`src/shell_command_lexer_defines.svh`:
```
// ----------------------------------------------------------------------------
// shell_command_lexer_defines
// Assertion macros shared by the lexer modules. Each module using them has
// clk and arst_n in scope.
// ----------------------------------------------------------------------------
`ifndef SHELL_COMMAND_LEXER_DEFINES_SVH
`define SHELL_COMMAND_LEXER_DEFINES_SVH

// Same-cycle implication, checked out of reset
`define SLX_ASSERT_HOLDS(lbl, ante, cons, msg) \
	lbl: assert property (@(posedge clk) disable iff (!arst_n) (ante) |-> (cons)) \
		else $error(msg);

// Next-cycle implication, checked out of reset
`define SLX_ASSERT_NEXT(lbl, ante, cons, msg) \
	lbl: assert property (@(posedge clk) disable iff (!arst_n) (ante) |=> (cons)) \
		else $error(msg);

`endif

```
`src/slx_pkg.sv`:
```
// ----------------------------------------------------------------------------
// slx_pkg
// Codes, character constants, types and the byte classifier of the shell
// command lexer.
// ----------------------------------------------------------------------------
package slx_pkg;

	// Result piece codes
	localparam logic [2:0] PIECE_WORD_BYTE = 3'd0;
	localparam logic [2:0] PIECE_WORD_END  = 3'd1;
	localparam logic [2:0] PIECE_TOKEN     = 3'd2;
	localparam logic [2:0] PIECE_ERROR     = 3'd3;
	localparam logic [2:0] PIECE_END       = 3'd4;

	// Token kinds
	localparam logic [3:0] KIND_WORD      = 4'd0;
	localparam logic [3:0] KIND_IN        = 4'd1;
	localparam logic [3:0] KIND_OUT       = 4'd2;
	localparam logic [3:0] KIND_AND       = 4'd3;
	localparam logic [3:0] KIND_OR        = 4'd4;
	localparam logic [3:0] KIND_PIPE      = 4'd5;
	localparam logic [3:0] KIND_NEWLINE   = 4'd6;
	localparam logic [3:0] KIND_SEQ       = 4'd7;
	localparam logic [3:0] KIND_BACKSLASH = 4'd8;
	localparam logic [3:0] KIND_LB        = 4'd9;
	localparam logic [3:0] KIND_RB        = 4'd10;

	// Characters
	localparam logic [7:0] CH_TAB     = 8'h09;
	localparam logic [7:0] CH_LF      = 8'h0A;
	localparam logic [7:0] CH_SPACE   = 8'h20;
	localparam logic [7:0] CH_BANG    = 8'h21;
	localparam logic [7:0] CH_HASH    = 8'h23;
	localparam logic [7:0] CH_PERCENT = 8'h25;
	localparam logic [7:0] CH_AMP     = 8'h26;
	localparam logic [7:0] CH_LPAREN  = 8'h28;
	localparam logic [7:0] CH_RPAREN  = 8'h29;
	localparam logic [7:0] CH_PLUS    = 8'h2B;
	localparam logic [7:0] CH_COMMA   = 8'h2C;
	localparam logic [7:0] CH_MINUS   = 8'h2D;
	localparam logic [7:0] CH_DOT     = 8'h2E;
	localparam logic [7:0] CH_SLASH   = 8'h2F;
	localparam logic [7:0] CH_COLON   = 8'h3A;
	localparam logic [7:0] CH_SEMI    = 8'h3B;
	localparam logic [7:0] CH_LT      = 8'h3C;
	localparam logic [7:0] CH_GT      = 8'h3E;
	localparam logic [7:0] CH_AT      = 8'h40;
	localparam logic [7:0] CH_BSLASH  = 8'h5C;
	localparam logic [7:0] CH_CARET   = 8'h5E;
	localparam logic [7:0] CH_UNDER   = 8'h5F;
	localparam logic [7:0] CH_PIPE    = 8'h7C;
	localparam logic [7:0] CH_DIGIT_LO = 8'd48;
	localparam logic [7:0] CH_DIGIT_HI = 8'd57;
	localparam logic [7:0] CH_UPPER_LO = 8'd65;
	localparam logic [7:0] CH_UPPER_HI = 8'd90;
	localparam logic [7:0] CH_LOWER_LO = 8'd97;
	localparam logic [7:0] CH_LOWER_HI = 8'd122;

	// Result slots of one queue entry, in delivery order
	localparam int SLOT_COUNT = 6;
	localparam logic [2:0] SLOT_HELD_CLOSE = 3'd0;
	localparam logic [2:0] SLOT_HELD_RES   = 3'd1;
	localparam logic [2:0] SLOT_LAST_CLOSE = 3'd2;
	localparam logic [2:0] SLOT_LAST_RES   = 3'd3;
	localparam logic [2:0] SLOT_FIN_CLOSE  = 3'd4;
	localparam logic [2:0] SLOT_END        = 3'd5;

	// Lexer mode bits
	typedef struct packed {
		logic in_comment;
		logic cont_pending;
		logic in_word;
		logic failed;
	} lex_state_t;

	// Outcome of judging one byte
	typedef struct packed {
		logic       close_word;
		logic       res_valid;
		logic [2:0] piece;
		logic [3:0] kind;
		logic [7:0] byte_val;
		logic       pair;
		logic       line_end;
		lex_state_t st;
	} judge_t;

	// One queue entry: up to six results caused by one item
	typedef struct packed {
		logic [SLOT_COUNT-1:0] mask;
		logic [2:0]  held_piece;
		logic [3:0]  held_kind;
		logic [7:0]  held_byte;
		logic [2:0]  last_piece;
		logic [3:0]  last_kind;
		logic [7:0]  last_byte;
		logic [15:0] line_held;
		logic [15:0] line_last;
		logic [15:0] line_fin;
	} lex_entry_t;

	// Letters, digits and the punctuation allowed in words
	function automatic logic is_regular(input logic [7:0] c);
		logic punct;
		case (c) inside
			CH_BANG, CH_PERCENT, CH_PLUS, CH_COMMA, CH_MINUS, CH_DOT,
			CH_SLASH, CH_COLON, CH_AT, CH_CARET, CH_UNDER: punct = 1'b1;
			default: punct = 1'b0;
		endcase
		return punct
			|| (c >= CH_DIGIT_LO && c <= CH_DIGIT_HI)
			|| (c >= CH_UPPER_LO && c <= CH_UPPER_HI)
			|| (c >= CH_LOWER_LO && c <= CH_LOWER_HI);
	endfunction

	// Judge one byte with an optional look-ahead byte
	function automatic judge_t judge(input logic [7:0] ch, input logic has_next,
			input logic [7:0] nx, input lex_state_t st);
		judge_t     j;
		logic       nx_reg;
		logic       nx_lf;
		logic       nx_pipe;
		logic       nx_amp;
		logic       is_tok;
		logic       do_fail;
		logic [3:0] tok_kind;
		j        = '0;
		j.st     = st;
		nx_reg   = has_next && is_regular(nx);
		nx_lf    = has_next && (nx == CH_LF);
		nx_pipe  = has_next && (nx == CH_PIPE);
		nx_amp   = has_next && (nx == CH_AMP);
		is_tok   = 1'b0;
		do_fail  = 1'b0;
		tok_kind = KIND_WORD;
		// inside a comment only a newline matters
		if (!(st.in_comment && ch != CH_LF)) begin
			unique case (ch) inside
				CH_HASH: begin
					if (nx_reg) begin
						j.res_valid  = 1'b1;
						j.piece      = PIECE_WORD_BYTE;
						j.byte_val   = ch;
						j.st.in_word = 1'b1;
					end else begin
						j.st.in_comment = 1'b1;
					end
				end
				CH_BSLASH: begin
					j.st.cont_pending = 1'b1;
					do_fail = !nx_lf;
				end
				CH_LF: begin
					is_tok   = 1'b1;
					tok_kind = st.cont_pending ? KIND_BACKSLASH : KIND_NEWLINE;
					j.st.cont_pending = 1'b0;
					j.st.in_comment   = 1'b0;
					j.line_end        = 1'b1;
				end
				CH_SPACE, CH_TAB: begin
					j.close_word = st.in_word;
					j.st.in_word = 1'b0;
				end
				CH_SEMI: begin
					is_tok   = 1'b1;
					tok_kind = KIND_SEQ;
				end
				CH_GT: begin
					is_tok   = 1'b1;
					tok_kind = KIND_OUT;
				end
				CH_LT: begin
					is_tok   = 1'b1;
					tok_kind = KIND_IN;
				end
				CH_LPAREN: begin
					is_tok   = 1'b1;
					tok_kind = KIND_LB;
				end
				CH_RPAREN: begin
					is_tok   = 1'b1;
					tok_kind = KIND_RB;
				end
				CH_PIPE: begin
					is_tok   = 1'b1;
					tok_kind = nx_pipe ? KIND_OR : KIND_PIPE;
					j.pair   = nx_pipe;
				end
				CH_AMP: begin
					is_tok   = nx_amp;
					tok_kind = KIND_AND;
					j.pair   = nx_amp;
					do_fail  = !nx_amp;
				end
				default: begin
					if (is_regular(ch)) begin
						j.res_valid  = 1'b1;
						j.piece      = PIECE_WORD_BYTE;
						j.byte_val   = ch;
						j.st.in_word = 1'b1;
					end else begin
						do_fail = 1'b1;
					end
				end
			endcase
			// a token closes an open word first
			if (is_tok) begin
				j.close_word = st.in_word;
				j.st.in_word = 1'b0;
				j.res_valid  = 1'b1;
				j.piece      = PIECE_TOKEN;
				j.kind       = tok_kind;
			end
			// errors leave an open word as is
			if (do_fail) begin
				j.res_valid = 1'b1;
				j.piece     = PIECE_ERROR;
				j.st.failed = 1'b1;
			end
		end
		return j;
	endfunction

endpackage

```
`src/slx_front.sv`:
```
// ----------------------------------------------------------------------------
// slx_front
// Accepts text bytes, holds one back for look-ahead, judges them and pushes
// one queue entry per item that causes results.
// ----------------------------------------------------------------------------
module slx_front #(
	parameter int LINE_COUNT_BITS = 16
) (
	input  logic                clk,
	input  logic                arst_n,
	input  logic                in_valid,
	output logic                in_ready,
	input  logic [7:0]          in_char,
	input  logic                in_last,
	input  logic                q_full,
	output logic                q_push,
	output slx_pkg::lex_entry_t q_entry
);
	import slx_pkg::*;

	localparam int LB = LINE_COUNT_BITS;

	logic [7:0]    held_byte_q;
	logic          held_valid_q;
	logic          skip_q;
	lex_state_t    st_q;
	logic [LB-1:0] line_q;

	logic          accept;
	logic          run;
	logic          run2;
	logic          j1_en;
	logic          j2_en;
	logic          skip1;
	logic          fin_close;
	judge_t        j1;
	judge_t        j2;
	lex_state_t    st1;
	lex_state_t    st2;
	logic [LB-1:0] line1;
	logic [LB-1:0] line2;

	// Saturating line increment
	function automatic logic [LB-1:0] line_inc(input logic [LB-1:0] l);
		return (&l) ? l : l + LB'(1);
	endfunction

	// Line number as shown on results, capped at 16 bits
	function automatic logic [15:0] line_show(input logic [LB-1:0] l);
		logic [31:0] w;
		w = 32'(l);
		return (w > 32'd65535) ? 16'hFFFF : w[15:0];
	endfunction

	assign in_ready = !q_full;
	assign accept   = in_valid && in_ready;

	// Held byte judged against the incoming byte
	assign run   = !st_q.failed;
	assign j1_en = run && held_valid_q && !skip_q;
	assign j1    = judge(held_byte_q, 1'b1, in_char, st_q);
	assign st1   = j1_en ? j1.st : st_q;
	assign line1 = (j1_en && j1.line_end) ? line_inc(line_q) : line_q;
	assign skip1 = (run && held_valid_q) ? (j1_en && j1.pair) : skip_q;

	// Final byte judged with no look-ahead
	assign run2  = run && !st1.failed;
	assign j2_en = run2 && in_last && !skip1;
	assign j2    = judge(in_char, 1'b0, 8'h00, st1);
	assign st2   = j2_en ? j2.st : st1;
	assign line2 = (j2_en && j2.line_end) ? line_inc(line1) : line1;
	assign fin_close = run2 && in_last && !st2.failed && st2.in_word;

	// Entry assembly
	always_comb begin
		q_entry = '0;
		q_entry.mask[SLOT_HELD_CLOSE] = j1_en && j1.close_word;
		q_entry.mask[SLOT_HELD_RES]   = j1_en && j1.res_valid;
		q_entry.mask[SLOT_LAST_CLOSE] = j2_en && j2.close_word;
		q_entry.mask[SLOT_LAST_RES]   = j2_en && j2.res_valid;
		q_entry.mask[SLOT_FIN_CLOSE]  = fin_close;
		q_entry.mask[SLOT_END]        = in_last;
		q_entry.held_piece = j1.piece;
		q_entry.held_kind  = j1.kind;
		q_entry.held_byte  = j1.byte_val;
		q_entry.last_piece = j2.piece;
		q_entry.last_kind  = j2.kind;
		q_entry.last_byte  = j2.byte_val;
		q_entry.line_held  = line_show(line_q);
		q_entry.line_last  = line_show(line1);
		q_entry.line_fin   = line_show(line2);
	end

	assign q_push = accept && (|q_entry.mask);

	// Lexer state; end of text returns everything to reset
	always_ff @(posedge clk or negedge arst_n) begin
		if (!arst_n) begin
			held_byte_q  <= '0;
			held_valid_q <= 1'b0;
			skip_q       <= 1'b0;
			st_q         <= '0;
			line_q       <= LB'(1);
		end else if (accept) begin
			if (in_last) begin
				held_byte_q  <= '0;
				held_valid_q <= 1'b0;
				skip_q       <= 1'b0;
				st_q         <= '0;
				line_q       <= LB'(1);
			end else if (run) begin
				held_byte_q  <= in_char;
				held_valid_q <= run2;
				skip_q       <= skip1;
				st_q         <= st1;
				line_q       <= line1;
			end
		end
	end

endmodule

```
`src/slx_queue.sv`:
```
// ----------------------------------------------------------------------------
// slx_queue
// Small first-in first-out queue of entries between front and back.
// ----------------------------------------------------------------------------
`include "shell_command_lexer_defines.svh"

module slx_queue #(
	parameter int WIDTH = 8,
	parameter int DEPTH = 4
) (
	input  logic             clk,
	input  logic             arst_n,
	input  logic             push,
	input  logic [WIDTH-1:0] din,
	output logic             full,
	input  logic             pop,
	output logic [WIDTH-1:0] dout,
	output logic             empty
);

	localparam int AW = (DEPTH > 1) ? $clog2(DEPTH) : 1;
	localparam int CW = $clog2(DEPTH + 1);

	logic [WIDTH-1:0] mem_q [DEPTH];
	logic [AW-1:0]    wr_ptr_q;
	logic [AW-1:0]    rd_ptr_q;
	logic [CW-1:0]    count_q;

	function automatic logic [AW-1:0] ptr_next(input logic [AW-1:0] p);
		return (p == AW'(DEPTH - 1)) ? '0 : p + AW'(1);
	endfunction

	assign full  = (count_q == CW'(DEPTH));
	assign empty = (count_q == '0);
	assign dout  = mem_q[rd_ptr_q];

	// Storage
	always_ff @(posedge clk) begin
		if (push) begin
			mem_q[wr_ptr_q] <= din;
		end
	end

	// Pointers and fill count
	always_ff @(posedge clk or negedge arst_n) begin
		if (!arst_n) begin
			wr_ptr_q <= '0;
			rd_ptr_q <= '0;
			count_q  <= '0;
		end else begin
			if (push) begin
				wr_ptr_q <= ptr_next(wr_ptr_q);
			end
			if (pop) begin
				rd_ptr_q <= ptr_next(rd_ptr_q);
			end
			if (push && !pop) begin
				count_q <= count_q + CW'(1);
			end else if (pop && !push) begin
				count_q <= count_q - CW'(1);
			end
		end
	end

	`SLX_ASSERT_HOLDS(a_count_range, 1'b1, count_q <= CW'(DEPTH), "queue count beyond depth")
	`SLX_ASSERT_NEXT(a_push_grows, push && !pop, count_q == $past(count_q) + CW'(1), "push lost")
	`SLX_ASSERT_NEXT(a_pop_shrinks, pop && !push, count_q == $past(count_q) - CW'(1), "pop lost")

endmodule

```
`src/slx_back.sv`:
```
// ----------------------------------------------------------------------------
// slx_back
// Takes queue entries apart into result items, one per cycle unless the
// output stalls, into an output register.
// ----------------------------------------------------------------------------
`include "shell_command_lexer_defines.svh"

module slx_back (
	input  logic                clk,
	input  logic                arst_n,
	input  slx_pkg::lex_entry_t head,
	input  logic                q_empty,
	output logic                q_pop,
	output logic                out_valid,
	input  logic                out_ready,
	output logic [2:0]          out_piece,
	output logic [3:0]          out_kind,
	output logic [7:0]          out_byte,
	output logic [15:0]         out_line,
	output logic                out_last
);
	import slx_pkg::*;

	logic [SLOT_COUNT-1:0] rem_q;
	logic                  started_q;
	logic                  out_valid_q;
	logic [2:0]            out_piece_q;
	logic [3:0]            out_kind_q;
	logic [7:0]            out_byte_q;
	logic [15:0]           out_line_q;
	logic                  out_last_q;

	logic [SLOT_COUNT-1:0] mask;
	logic [SLOT_COUNT-1:0] pick;
	logic [SLOT_COUNT-1:0] rest;
	logic [2:0]            idx;
	logic                  load;
	logic [2:0]            sel_piece;
	logic [3:0]            sel_kind;
	logic [7:0]            sel_byte;
	logic [15:0]           sel_line;

	// Slots still owed for the head entry
	assign mask = started_q ? rem_q : head.mask;
	assign pick = mask & (~mask + SLOT_COUNT'(1));
	assign rest = mask & ~pick;
	assign load = !q_empty && (!out_valid_q || out_ready);
	assign q_pop = load && (rest == '0);

	// Lowest pending slot
	always_comb begin
		idx = SLOT_HELD_CLOSE;
		for (int i = SLOT_COUNT - 1; i >= 0; i--) begin
			if (mask[i]) begin
				idx = 3'(i);
			end
		end
	end

	// Field selection for the chosen slot
	always_comb begin
		sel_piece = PIECE_WORD_END;
		sel_kind  = KIND_WORD;
		sel_byte  = '0;
		sel_line  = head.line_fin;
		unique case (idx)
			SLOT_HELD_CLOSE: sel_line = head.line_held;
			SLOT_HELD_RES: begin
				sel_piece = head.held_piece;
				sel_kind  = head.held_kind;
				sel_byte  = head.held_byte;
				sel_line  = head.line_held;
			end
			SLOT_LAST_CLOSE: sel_line = head.line_last;
			SLOT_LAST_RES: begin
				sel_piece = head.last_piece;
				sel_kind  = head.last_kind;
				sel_byte  = head.last_byte;
				sel_line  = head.line_last;
			end
			SLOT_FIN_CLOSE: sel_line = head.line_fin;
			SLOT_END:       sel_piece = PIECE_END;
			default:        sel_piece = PIECE_WORD_END;
		endcase
	end

	// Progress through the head entry
	always_ff @(posedge clk or negedge arst_n) begin
		if (!arst_n) begin
			rem_q     <= '0;
			started_q <= 1'b0;
		end else if (load) begin
			rem_q     <= rest;
			started_q <= (rest != '0);
		end
	end

	// Output register
	always_ff @(posedge clk or negedge arst_n) begin
		if (!arst_n) begin
			out_valid_q <= 1'b0;
		end else if (load) begin
			out_valid_q <= 1'b1;
		end else if (out_ready) begin
			out_valid_q <= 1'b0;
		end
	end

	always_ff @(posedge clk) begin
		if (load) begin
			out_piece_q <= sel_piece;
			out_kind_q  <= sel_kind;
			out_byte_q  <= sel_byte;
			out_line_q  <= sel_line;
			out_last_q  <= (rest == '0);
		end
	end

	assign out_valid = out_valid_q;
	assign out_piece = out_piece_q;
	assign out_kind  = out_kind_q;
	assign out_byte  = out_byte_q;
	assign out_line  = out_line_q;
	assign out_last  = out_last_q;

	`SLX_ASSERT_HOLDS(a_pick_onehot, !q_empty, $onehot(pick), "queue entry with no result")
	`SLX_ASSERT_HOLDS(a_started_head, started_q, !q_empty, "partial entry without queue head")
	`SLX_ASSERT_HOLDS(a_started_rem, started_q, rem_q != '0, "partial entry with nothing left")

endmodule

```
`src/shell_command_lexer.sv`:
```
// ----------------------------------------------------------------------------
// shell_command_lexer
// Splits shell command text into word pieces, operator tokens and errors.
// ----------------------------------------------------------------------------
// Usage:
//   Input channel s_axis: one text byte per item in tdata, tlast on the final
//   byte of a text. Output channel m_axis: one result per item; tuser gives
//   piece and kind, tdata the word byte and line number, tlast marks the
//   final result caused by one input item.
//   A byte is judged when the next byte arrives (one byte of look-ahead), so
//   its results come out with the following item; the final byte of a text
//   is judged at once. An accepted item's entry is written into the queue
//   and, once it reaches the queue head, loads the output register.
//   Throughput: one input item per cycle while each item causes at most one
//   result; an item causing more results holds the output until all are taken,
//   smoothed by a QUEUE_DEPTH-entry queue between classifier and output
//   sequencer. An output stall backs up into that queue and then drops
//   s_axis_tready.
//   Reset clears all lexer state to the start of a text at line 1; the
//   output register and queue come up empty. No clearing pass is needed.
// ----------------------------------------------------------------------------
module shell_command_lexer #(
	parameter int LINE_COUNT_BITS = 16,
	parameter int QUEUE_DEPTH     = 4
) (
	input  logic        clk,
	input  logic        arst_n,
	input  logic        s_axis_tvalid,
	output logic        s_axis_tready,
	input  logic [7:0]  s_axis_tdata,   // [7:0] char_in
	input  logic        s_axis_tlast,
	output logic        m_axis_tvalid,
	input  logic        m_axis_tready,
	output logic [23:0] m_axis_tdata,   // [7:0] byte_out, [23:8] line_number
	output logic [6:0]  m_axis_tuser,   // [2:0] piece, [6:3] kind
	output logic        m_axis_tlast
);
	import slx_pkg::*;

	logic        q_full;
	logic        q_push;
	logic        q_empty;
	logic        q_pop;
	lex_entry_t  q_in;
	lex_entry_t  q_head;
	logic [2:0]  out_piece;
	logic [3:0]  out_kind;
	logic [7:0]  out_byte;
	logic [15:0] out_line;

	// Classifier
	slx_front #(
		.LINE_COUNT_BITS(LINE_COUNT_BITS)
	) u_front (
		.clk      (clk),
		.arst_n   (arst_n),
		.in_valid (s_axis_tvalid),
		.in_ready (s_axis_tready),
		.in_char  (s_axis_tdata),
		.in_last  (s_axis_tlast),
		.q_full   (q_full),
		.q_push   (q_push),
		.q_entry  (q_in)
	);

	// Entry queue
	slx_queue #(
		.WIDTH($bits(lex_entry_t)),
		.DEPTH(QUEUE_DEPTH)
	) u_queue (
		.clk    (clk),
		.arst_n (arst_n),
		.push   (q_push),
		.din    (q_in),
		.full   (q_full),
		.pop    (q_pop),
		.dout   (q_head),
		.empty  (q_empty)
	);

	// Output sequencer
	slx_back u_back (
		.clk       (clk),
		.arst_n    (arst_n),
		.head      (q_head),
		.q_empty   (q_empty),
		.q_pop     (q_pop),
		.out_valid (m_axis_tvalid),
		.out_ready (m_axis_tready),
		.out_piece (out_piece),
		.out_kind  (out_kind),
		.out_byte  (out_byte),
		.out_line  (out_line),
		.out_last  (m_axis_tlast)
	);

	assign m_axis_tdata = {out_line, out_byte};
	assign m_axis_tuser = {out_kind, out_piece};

endmodule

```
`config.mk`:
```
export PLATFORM = sky130hd
export DESIGN_NAME = shell_command_lexer
export DESIGN_NICKNAME = d
export VERILOG_FILES = /design/src/slx_pkg.sv /design/src/slx_front.sv /design/src/slx_queue.sv /design/src/slx_back.sv /design/src/shell_command_lexer.sv
export VERILOG_INCLUDE_DIRS = /design/src /design/src/src
export SDC_FILE = /design/constraint.sdc
export NUM_CORES = 1
export LEC_CHECK = 0
export BUFFER_PORTS_ARGS = -buffer_cell sky130_fd_sc_hd__buf_2
export CAP_MARGIN = 20
export CORE_MARGIN = 5
export CORE_UTILIZATION = 60
export CTS_CLUSTER_SIZE = 16
export DETAILED_ROUTE_END_ITERATION = 8
export GPL_TIMING_DRIVEN = 0
export PLACE_DENSITY = 0.8
export RECOVER_POWER = 25
export SLEW_MARGIN = 10
export SYNTH_ARGS = -nofsm -noshare
export SYNTH_HDL_FRONTEND = slang
export SYNTH_SLANG_ARGS = --single-unit
```
`constraint.sdc`:
```
create_clock -name clk -period 7.8 [get_ports clk]
set_input_delay 1.95 -clock clk [delete_from_list [all_inputs] [get_ports clk]]
set_output_delay 1.95 -clock clk [all_outputs]
set_load 0.05 [all_outputs]
```
==> flow_summary.toml, run 1 <==
[logic_synthesis]
synthMostInstantiatedCell = "edfxtp_1"
ys.flop_type = "edfxtp_1"
yosys_register_bits = 404
yosysUniqueCellTypes = 81
synth_warnings = 0
async_reset_ff_frac = 0.109
synthTopCellsByCount = "edfxtp_1, nand2_1, mux2i_1"
syn_area_mm2 = 0.0179
syn_avg_cell_area_um2 = 14.6
yosysTopAreaCell = "edfxtp_1"
synthTopCellsByArea = "edfxtp_1, mux4_2, dfrtp_1"
synth_seq_area_share = 0.664
synth_edf_count = 360
synth_cells = 1232
synth_top_area_frac = 0.602

[timing]
finalSetupTns_ns = 0
hold_slack_ns = 0.484
slew_violations = 63
rsz0062_at_grt = "false"
finalSetupViolations = 0
hold_viol = 0
period_share = 0.676
worst_pin_slew_ns = 1.59
relSlewSlack = -0.0629
max_freq_ghz = 0.190
min_period_ns = 5.28
finClkSkew_ns = 0.0232

[clock_tree]
cts_setup_buffers = 0
clock_path_buffers = 3
cts_buffers = 40
clk_pin_slew_ns = 0.06
h-tree-depth = 2
cts-resized-gates = 0
cts_root_buf = "clkbuf_16"
hold_buffers = 0
clk_latency_ns = 0.54
clock_sinks = 404
tritoncts = "done"

[place]
place_hpwl_mm = 27.9
io_buffers = 46
place_congestion = 0.899
dp_cells = 1680

[critical_path]
crit_path_end_kind = "register"
max_stage_delay_ns = 0.95
worst-path-buf-inv = 3
critical_path_class = "reg2reg"
critPathLaunchType = "register"
cp_max_fo = 11
cpLargestDelayFamily = "compound AO/OA/AOI/OAI gates"
required_ns = 8.04
worstSetupEndpoint = "u_queue.mem_q[1][3]$_DFFE_PP_"
cp_slowest_cell = "o21ai_0"
r2r_slack_ns = 2.52
worstReg2RegStart = "u_front.line_q[0]$_DFFE_PN1P_"
worst-path-stages = 13
reg2regPathDepth = 13
reg2reg_to = "u_queue.mem_q[1][3]$_DFFE_PP_"
cp_cell_sequence = "ha_1 -> nand3_1 -> or3_1 -> clkbuf_1 -> o21ai_0 -> xnor2_1 -> ha_1 -> inv_1 -> nor3_1 -> and3_1 -> buf_2 -> a211oi_1 -> xnor2_1"
cp.arrival_ns = 5.51
crit_start = "u_front.line_q[0]$_DFFE_PN1P_"

[route]
dr.pass1.iters = 6
vias = 11531
ant_nets = 0
drt_iter0_markers = 1418
routed_wl_mm = 42.8
route.detailed.drc = 0
wl_per_cell_um = 24.4
routed_via_density = 6.57

[finish]
nets = 1356
areaGrowthSynthToFinish_pct = 12.1
drive_gt1_frac = 0.126
num_antenna_cells = 0
instances_no_fill = 1756
nFillCells = 2004

[run_status]
violations = "capacitance limit, slew limit"
status = "complete, but fails checks"

[grt]
grt_pass1_vias = 11132
track_usage = 0.256
overflow = 0
grt_max_degree = 53
antenna_found_initial = 0
grt_first_pass_wirelength_mm = 66.0

[power]
p_per_area_mw_per_mm2 = 392
vdd_ir_drop_max_v = 0.000187
fin_total_pwr_uw = 7890
leakagePower_uw = 0.00704

[min_path]
min_path_type = "reg2reg"
min_path_cells = 1
hold_path_startpoint = "u_back.rem_q[3]$_DFFE_PN0P_"

[floorplanning]
initial_core_util = 0.607
io_pins = 47
fp.coreArea_mm2 = 0.0296
num_rows = 63
dieArea_mm2 = 0.0335
die_w_um = 183
die_h_um = 183

[job]
drv_cap = 2
## layout make-up
| class | instances | area [um2] | share of cell area |
|---|---|---|---|
| clock buffers | 53 | 1080 | 0.0537 |
| inverters | 57 | 214 | 0.0106 |
| multi-input cells | 702 | 5530 | 0.275 |
| plain buffers | 76 | 302 | 0.0150 |
| repair buffers | 53 | 340 | 0.0169 |
| clock inverters | 21 | 255 | 0.0127 |
| well taps | 390 | 488 | 0.0243 |
| flip-flops and latches | 404 | 11900 | 0.592 |
## placed cells by master, fill, tap and decap left out, types with 10 or more instances in the layout
cell type  netlist  routed
or3_1           12      12
nor4_1          13      14
and3_1          14      14
nand3_1         38      38
xnor2_1         20      20
o22ai_1         29      29
mux2i_1         68      68
buf_1           11      11
and2_1          15      10
buf_2            2      26
clkbuf_16        0      40
edfxtp_1       360     360
nand2_1         79      79
dfrtp_1         43      43
mux4_2          52      52
o21ai_0         53      54
clkbuf_1        61      94
nand2b_1        16      16
a211oi_1        10      10
o221ai_1        16      16
nor2_1          43      43
inv_1           56      56
a21oi_1         26      26
nor3_1          24      24
## cell families (layout without fill, tap and decap cells)
| logic type | after synthesis | in the layout | share of synthesized area |
|---|---|---|---|
| other | 1 | 8 | 0.000209 |
| AOI/OAI and AO/OA | 222 | 222 | 0.0870 |
| xor gates and xnor gates | 28 | 28 | 0.0137 |
| buffers and inverters | 133 | 260 | 0.0288 |
| and+or+nand+nor | 306 | 306 | 0.0909 |
| adders and majority gates | 9 | 9 | 0.00669 |
| muxes | 129 | 129 | 0.109 |
| DFF | 404 | 404 | 0.664 |
## registers in the layout, summed over array words and instances, names as in the netlist, 3 cells and up
register             cells
u_queue.mem_q          328
u_back.out_line         16
u_front.line_q          16
u_back.out_byte          8
u_front.held_byte_q      8
u_back.rem_q             5
u_back.out_kind          4
u_front.st_q             4
u_back.out_piece         3
u_queue.count_q          3
## report_power, final
part,internal [uW],switching (uW),leakage (uW)
clock,1150,800,0.000651
sequential,2900,120,0.00391
combinational,938,1990,0.00248
## worst min path at each step
stage / to / slack, ns
finish: u_back.rem_q[3]$_DFFE_PN0P_ / 0.48
global route: u_back.rem_q[3]$_DFFE_PN0P_ / 0.51
CTS: u_back.rem_q[3]$_DFFE_PN0P_ / 0.48
detailed placement: u_back.rem_q[3]$_DFFE_PN0P_ / 0.47
global placement: u_back.rem_q[3]$_DFFE_PN0P_ / 0.46
floorplan: u_back.rem_q[2]$_DFFE_PN0P_ / 0.45
## metal layers
metal / GRT usage / share of wire
met5: 0 / 0
met4: 0.0679 / 0.024
met3: 0.0430 / 0.099
met2: 0.399 / 0.46
met1: 0.384 / 0.41
## metrics by stage
step | util | setup slack (ns) | cell area (um2)
3_3_place_gp | 0.632 | -0.372 | 18700
2_1_floorplan | - | 1.69 | 18000
5_1_grt | 0.681 | 2.28 | 20100
4_1_cts | 0.682 | 2.66 | 20200
6_report | 0.681 | 2.52 | 20100
3_5_place_dp | 0.637 | 2.10 | 18800
(Power assumes the default switching activity.)
==> inputs of run 2 (changes only) <==
CORE_UTILIZATION = 56   (was 60)
PLACE_DENSITY = 0.79   (was 0.8)
clock period = 4.5 ns   (was 7.8 ns; I/O delays follow)
==> run 2 against run 1 <==
Against the previous run:
- the flow still finishes with violations (capacitance limit, slew limit)
- sequential cell count unchanged
- hold slack gained 0.0041 ns
- sequential power increased by 73%
- register-to-register slack got worse by 2.3 ns
- largest power group unchanged
- final cell count grew 1.0%
- count of clock-buffer cells in the layout is 3 higher
- wire length rose by 0.17%
- core utilization is 4.1 points lower
- sequential share of layout area decreased by 0.37 points
- critical path depth rose by 1
- cell area is 0.62% higher
==> flow_summary.toml, run 2 (same netlist as run 1, synthesis figures left out) <==
[run_status]
status = "complete, but fails checks"
violations = "capacitance limit, slew limit"

[finish]
nFillCells = 2206
final_cell_mix = "edfxtp_1, clkbuf_1, nand2_1"
largest-register = "u_queue.mem_q"
areaGrowthSynthToFinish_pct = 12.8
nets = 1363
final_area_mm2 = 0.0202
seq_area_mm2 = 0.0119
post-route-util = 0.640
final_common_cell = "edfxtp_1"
multiInputGateArea_mm2 = 0.00563
drive_gt1_frac = 0.133
largest_reg_flops = 328

[critical_path]
worst-path-buf-inv = 3
max_stage_delay_ns = 0.68
cp_max_fo = 11
crit_path_end_kind = "register"
critPathLaunchType = "register"
critical_path_class = "reg2reg"
cp_slowest_cell = "dfstp_2"
required_ns = 4.75
cp.arrival_ns = 4.54
cpLargestDelayFamily = "simple AND/OR/NAND/NOR gates"
crit_start = "u_front.line_q[0]$_DFFE_PN1P_"
worstReg2RegStart = "u_front.line_q[0]$_DFFE_PN1P_"
cp_cell_sequence = "ha_2 -> nand3_1 -> or3_1 -> clkbuf_1 -> o21ai_4 -> nand2_1 -> nand2_2 -> ha_1 -> inv_1 -> nor3_1 -> and3_1 -> buf_2 -> a21o_1 -> mux2_1"

[route]
drt_iter0_markers = 1264
routed_wl_mm = 42.9
top_layer_used = "met4"
route.detailed.drc = 0
wl_met1_mm = 17.6
wl_per_cell_um = 24.2
vias = 11429
wl_met3_mm = 3.95
dr.pass1.iters = 6
routed_via_density = 6.44
ant_nets = 0
wl_met2_mm = 20.1

[min_path]
min_path_type = "reg2reg"
hold_path_startpoint = "u_back.rem_q[2]$_DFFE_PN0P_"

[clock_tree]
clock_path_buffers = 3
h-tree-depth = 2
cts_buffers = 40
clock_sinks = 404
tritoncts = "done"
clk_pin_slew_ns = 0.06
hold_buffers = 0
cts_root_buf = "clkbuf_16"
clk_latency_ns = 0.54

[floorplanning]
dieArea_mm2 = 0.0357
fp.coreArea_mm2 = 0.0316
initial_core_util = 0.567
die_h_um = 189
io_pins = 47
die_w_um = 189
num_rows = 65

[grt]
overflow = 0
grt_pass1_vias = 11012
track_usage = 0.237
antenna_found_initial = 1
grt_first_pass_wirelength_mm = 65.3
grt_max_degree = 54

[timing]
period_share = 0.954
hold_slack_ns = 0.488
finalSetupViolations = 0
min_period_ns = 4.29
finClkSkew_ns = 0.0169
hold_viol = 0
worst_pin_slew_ns = 1.83
setup_ws_ns = 0.207
max_freq_ghz = 0.233
slew_violations = 32
relSlewSlack = -0.217

[place]
place_area_mm2 = 0.0189
place_hpwl_mm = 27.7
place_ws_ns = -0.470
io_buffers = 46
place_congestion = 0.936

[power]
leakagePower_uw = 0.00706
vdd_ir_drop_max_v = 0.000270
fin_total_pwr_uw = 13600
p_per_area_mw_per_mm2 = 673

[job]
drv_cap = 1
==> run 2: layer usage <==
layer | vias to the layer above | GRT usage
met5 | - | 0
li1 | 5027 | -
met4 | 0 | 0.0678
met1 | 5687 | 0.350
met2 | 627 | 0.372
met3 | 88 | 0.0352
==> run 2: cell type report <==
cell class,count,share of cell area
Timing Repair Buffer,56,0.0176
Buffer,76,0.0152
Sequential cell,404,0.589
Inverter,57,0.0106
Clock buffer,56,0.0565
Tap cell,402,0.0248
Clock inverter,16,0.00834
Antenna cell,1,0.000124
Multi-Input combinational cell,706,0.278
==> run 2: repair_timing <==
item | in CTS | in global routing
pin swaps | 0 | 5
setup endpoints to repair | 19 | 296
gates cloned | 0 | 4
gates resized for setup | 2 | 14
buffers inserted | 0 | 3
==> run 2: path summary, 6_finish.rpt <==
| path | end | slack, ns | cells past startpoint |
|---|---|---|---|
| setup / recovery | u_queue.mem_q[3][1]$_DFFE_PP_ | 0.21 | 14 |
| hold reg to reg | u_back.rem_q[2]$_DFFE_PN0P_ | 0.49 | 2 |
| max in group asynchronous | u_queue.rd_ptr_q[0]$_DFFE_PN0P_ | 1.67 | 2 |
| setup reg to reg | u_queue.mem_q[3][1]$_DFFE_PP_ | 0.21 | 14 |
| hold / removal | u_back.rem_q[2]$_DFFE_PN0P_ | 0.49 | 2 |
| min in group asynchronous | u_queue.count_q[1]$_DFFE_PN0P_ | 0.66 | 1 |
==> run 2: power breakdown <==
group	switching (uW)	leakage [uW]	total [uW]	internal (uW)
registers	214	0.00391	5230	5010
logic	3450	0.00250	5080	1630
clock network	1370	0.000646	3320	1950
==> run 2: worst min-delay path, cell delays in order, from the launching register on <==
cell and delay, ns:
dfrtp_1 0.34, nand2_1 0.05, o31ai_1 0.06
==> run 2: per-stage QoR <==
step | std cells | TNS (ns)
final | 1774 | 0
after global routing | 1774 | -0.275
after CTS | 1765 | 0
after detailed placement | 1693 | -88.15
after global placement | 1687 | -430.03
after floorplan | 1239 | 0
==> inputs of run 3 (changes only) <==
REMOVE_ABC_BUFFERS = 1   (was default)
SLEW_MARGIN = default   (was 10)
==> run 3 against run 2 <==
Against the previous run:
- the run still ends with capacitance limit, slew limit left
- sequential power rose by 4.8%
- worst setup slack got worse by 0.013 ns
- sequential cell count stayed put
- global-route usage fell by 3.3 points
- critical path depth shrank 4
- register-to-register slack better by 0.04 ns
- non-clock buffer count decreased by 73
- total power is 2.1% lower
- first-iteration DRC count decreased by 21%
==> flow_summary.toml, run 3 (same netlist as run 1, synthesis figures left out) <==
[run_status]
status = "complete, but fails checks"
violations = "capacitance limit, slew limit"

[critical_path]
cp_slowest_cell = "and2_4"
critical_path_class = "in2reg"
crit_path_end_kind = "register"
cp_cell_sequence = "buf_2 -> or3b_2 -> a21oi_1 -> o21ai_0 -> a221oi_1 -> nor3_1 -> o211a_1 -> nor2_2 -> and2_4 -> buf_16"
worst-path-stages = 10
reg2regPathDepth = 8
worst-path-buf-inv = 2
cp_max_fo = 45
crit_start = "s_axis_tdata[5]"
reg2reg_to = "u_queue.mem_q[1][15]$_DFFE_PP_"
cp.arrival_ns = 4.51
max_stage_delay_ns = 0.72
critPathLaunchType = "input pin"
worstSetupEndpoint = "u_queue.mem_q[1][28]$_DFFE_PP_"
worstReg2RegStart = "u_front.held_byte_q[4]$_DFFE_PN0P_"
cpLargestDelayFamily = "simple AND/OR/NAND/NOR gates"
required_ns = 4.70
r2r_slack_ns = 0.25

[finish]
num_antenna_cells = 0
multiInputGateArea_mm2 = 0.00560
seq_area_mm2 = 0.0119
post-route-util = 0.634
final_cell_mix = "edfxtp_1, nand2_1, mux2i_1"
nFillCells = 2224
final_common_cell = "edfxtp_1"
areaGrowthSynthToFinish_pct = 11.8
largest_reg_flops = 328
nets = 1288
drive_gt1_frac = 0.143
largest-register = "u_queue.mem_q"

[timing]
period_share = 0.957
relSlewSlack = -0.466
worst_pin_slew_ns = 2.20
min_period_ns = 4.31
finalSetupTns_ns = 0
hold_viol = 0
max_freq_ghz = 0.232
slew_violations = 37
finClkSkew_ns = 0.0180
finalSetupViolations = 0

[route]
routed_via_density = 6.30
routed_wl_mm = 36.5
vias = 10700
wl_per_cell_um = 21.5
ant_nets = 0
route.detailed.drc = 0
dr.pass1.iters = 5
drt_iter0_markers = 1002

[grt]
overflow = 0
grt_max_degree = 48
grt_pass1_vias = 10913
grt_first_pass_wirelength_mm = 58.5
antenna_found_initial = 0
track_usage = 0.204

[clock_tree]
cts_setup_buffers = 0
h-tree-depth = 2
clk_latency_ns = 0.53
cts_buffers = 41
clock_path_buffers = 3
cts_root_buf = "clkbuf_16"
tritoncts = "done"
clk_pin_slew_ns = 0.06
clock_sinks = 404

[floorplanning]
fp.coreArea_mm2 = 0.0316
io_pins = 47
initial_core_util = 0.567
dieArea_mm2 = 0.0357
die_h_um = 189
die_w_um = 189
num_rows = 65

[power]
leakagePower_uw = 0.00699
fin_total_pwr_uw = 13300
p_per_area_mw_per_mm2 = 665
vdd_ir_drop_max_v = 0.000342

[place]
place_hpwl_mm = 22.5
place_congestion = 0.908
io_buffers = 46

[min_path]
min_path_type = "reg2reg"

[job]
drv_cap = 2
==> run 3: cell types whose count changed in the layout (fill, tap and decap cells not counted), sizes merged <==
cell,change
bufinv,+2
clkinvlp,+2
clkbuf,-64
buf,-14
and2,-3
clkinv,+3
diode,-1
==> run 3: worst reg2reg max path, cell delays in order (launching register included) <==
cell and delay (ns):
dfrtp_1 0.58, or4_4 0.64, nor4_2 0.52, o211ai_1 0.42, o21a_1 0.30, o22a_1 0.24, or4_4 0.58, nor4_4 0.25
mux2_1 0.43
==> run 3: repair_timing <==
| action | CTS | global route |
|---|---|---|
| hold buffers | 0 | 0 |
| setup endpoints to repair | 50 | 226 |
| gates resized for setup | 5 | 4 |
| cloned | 0 | 1 |
| pin swaps | 0 | 1 |
==> run 3: metal layers <==
layer  track usage  up-vias  wire (um)
li1              -     4868          -
met1         0.275     5395      15000
met2         0.354      363      18900
met3        0.0258       74       1830
met4        0.0552        0        874
met5             0        -          0
==> run 3: worst min-delay path by stage <==
stage / depth (start not counted) / endpoint / slack (ns) / startpoint
finish: 1 / u_back.rem_q[3]$_DFFE_PN0P_ / 0.48 / u_back.rem_q[3]$_DFFE_PN0P_
global route: 1 / u_back.rem_q[3]$_DFFE_PN0P_ / 0.51 / u_back.rem_q[3]$_DFFE_PN0P_
CTS: 1 / u_front.line_q[6]$_DFFE_PN0P_ / 0.47 / arst_n
detailed placement: 1 / u_back.rem_q[3]$_DFFE_PN0P_ / 0.47 / u_back.rem_q[3]$_DFFE_PN0P_
global placement: 1 / u_back.rem_q[3]$_DFFE_PN0P_ / 0.46 / u_back.rem_q[3]$_DFFE_PN0P_
floorplan: 2 / u_back.rem_q[2]$_DFFE_PN0P_ / 0.45 / u_back.rem_q[2]$_DFFE_PN0P_
==> run 3: report_power, final <==
part           switching (uW)  internal, uW
logic                    2810          1600
registers                 461          5020
clock network            1360          2100
==> run 3: cell type report <==
class / instances / area share
Sequential cell: 404 / 0.594
Multi-Input combinational cell: 703 / 0.279
Tap cell: 402 / 0.0251
Clock buffer: 51 / 0.0571
Clock inverter: 23 / 0.0127
Timing Repair Buffer: 59 / 0.0213
Inverter: 57 / 0.0107
==> run 3: metrics by stage <==
| step | hold WS, ns | setup WS [ns] | cell area, um2 | cells |
|---|---|---|---|---|
| floorplan | 0.448 | -2.37 | 17700 | 1163 |
| global placement | 0.460 | -5.06 | 18400 | 1611 |
| detailed placement | 0.474 | -0.488 | 18700 | 1624 |
| CTS | 0.467 | 0.00293 | 20100 | 1698 |
| global route | 0.515 | -0.00305 | 20100 | 1699 |
| finish | 0.482 | 0.194 | 20100 | 1699 |
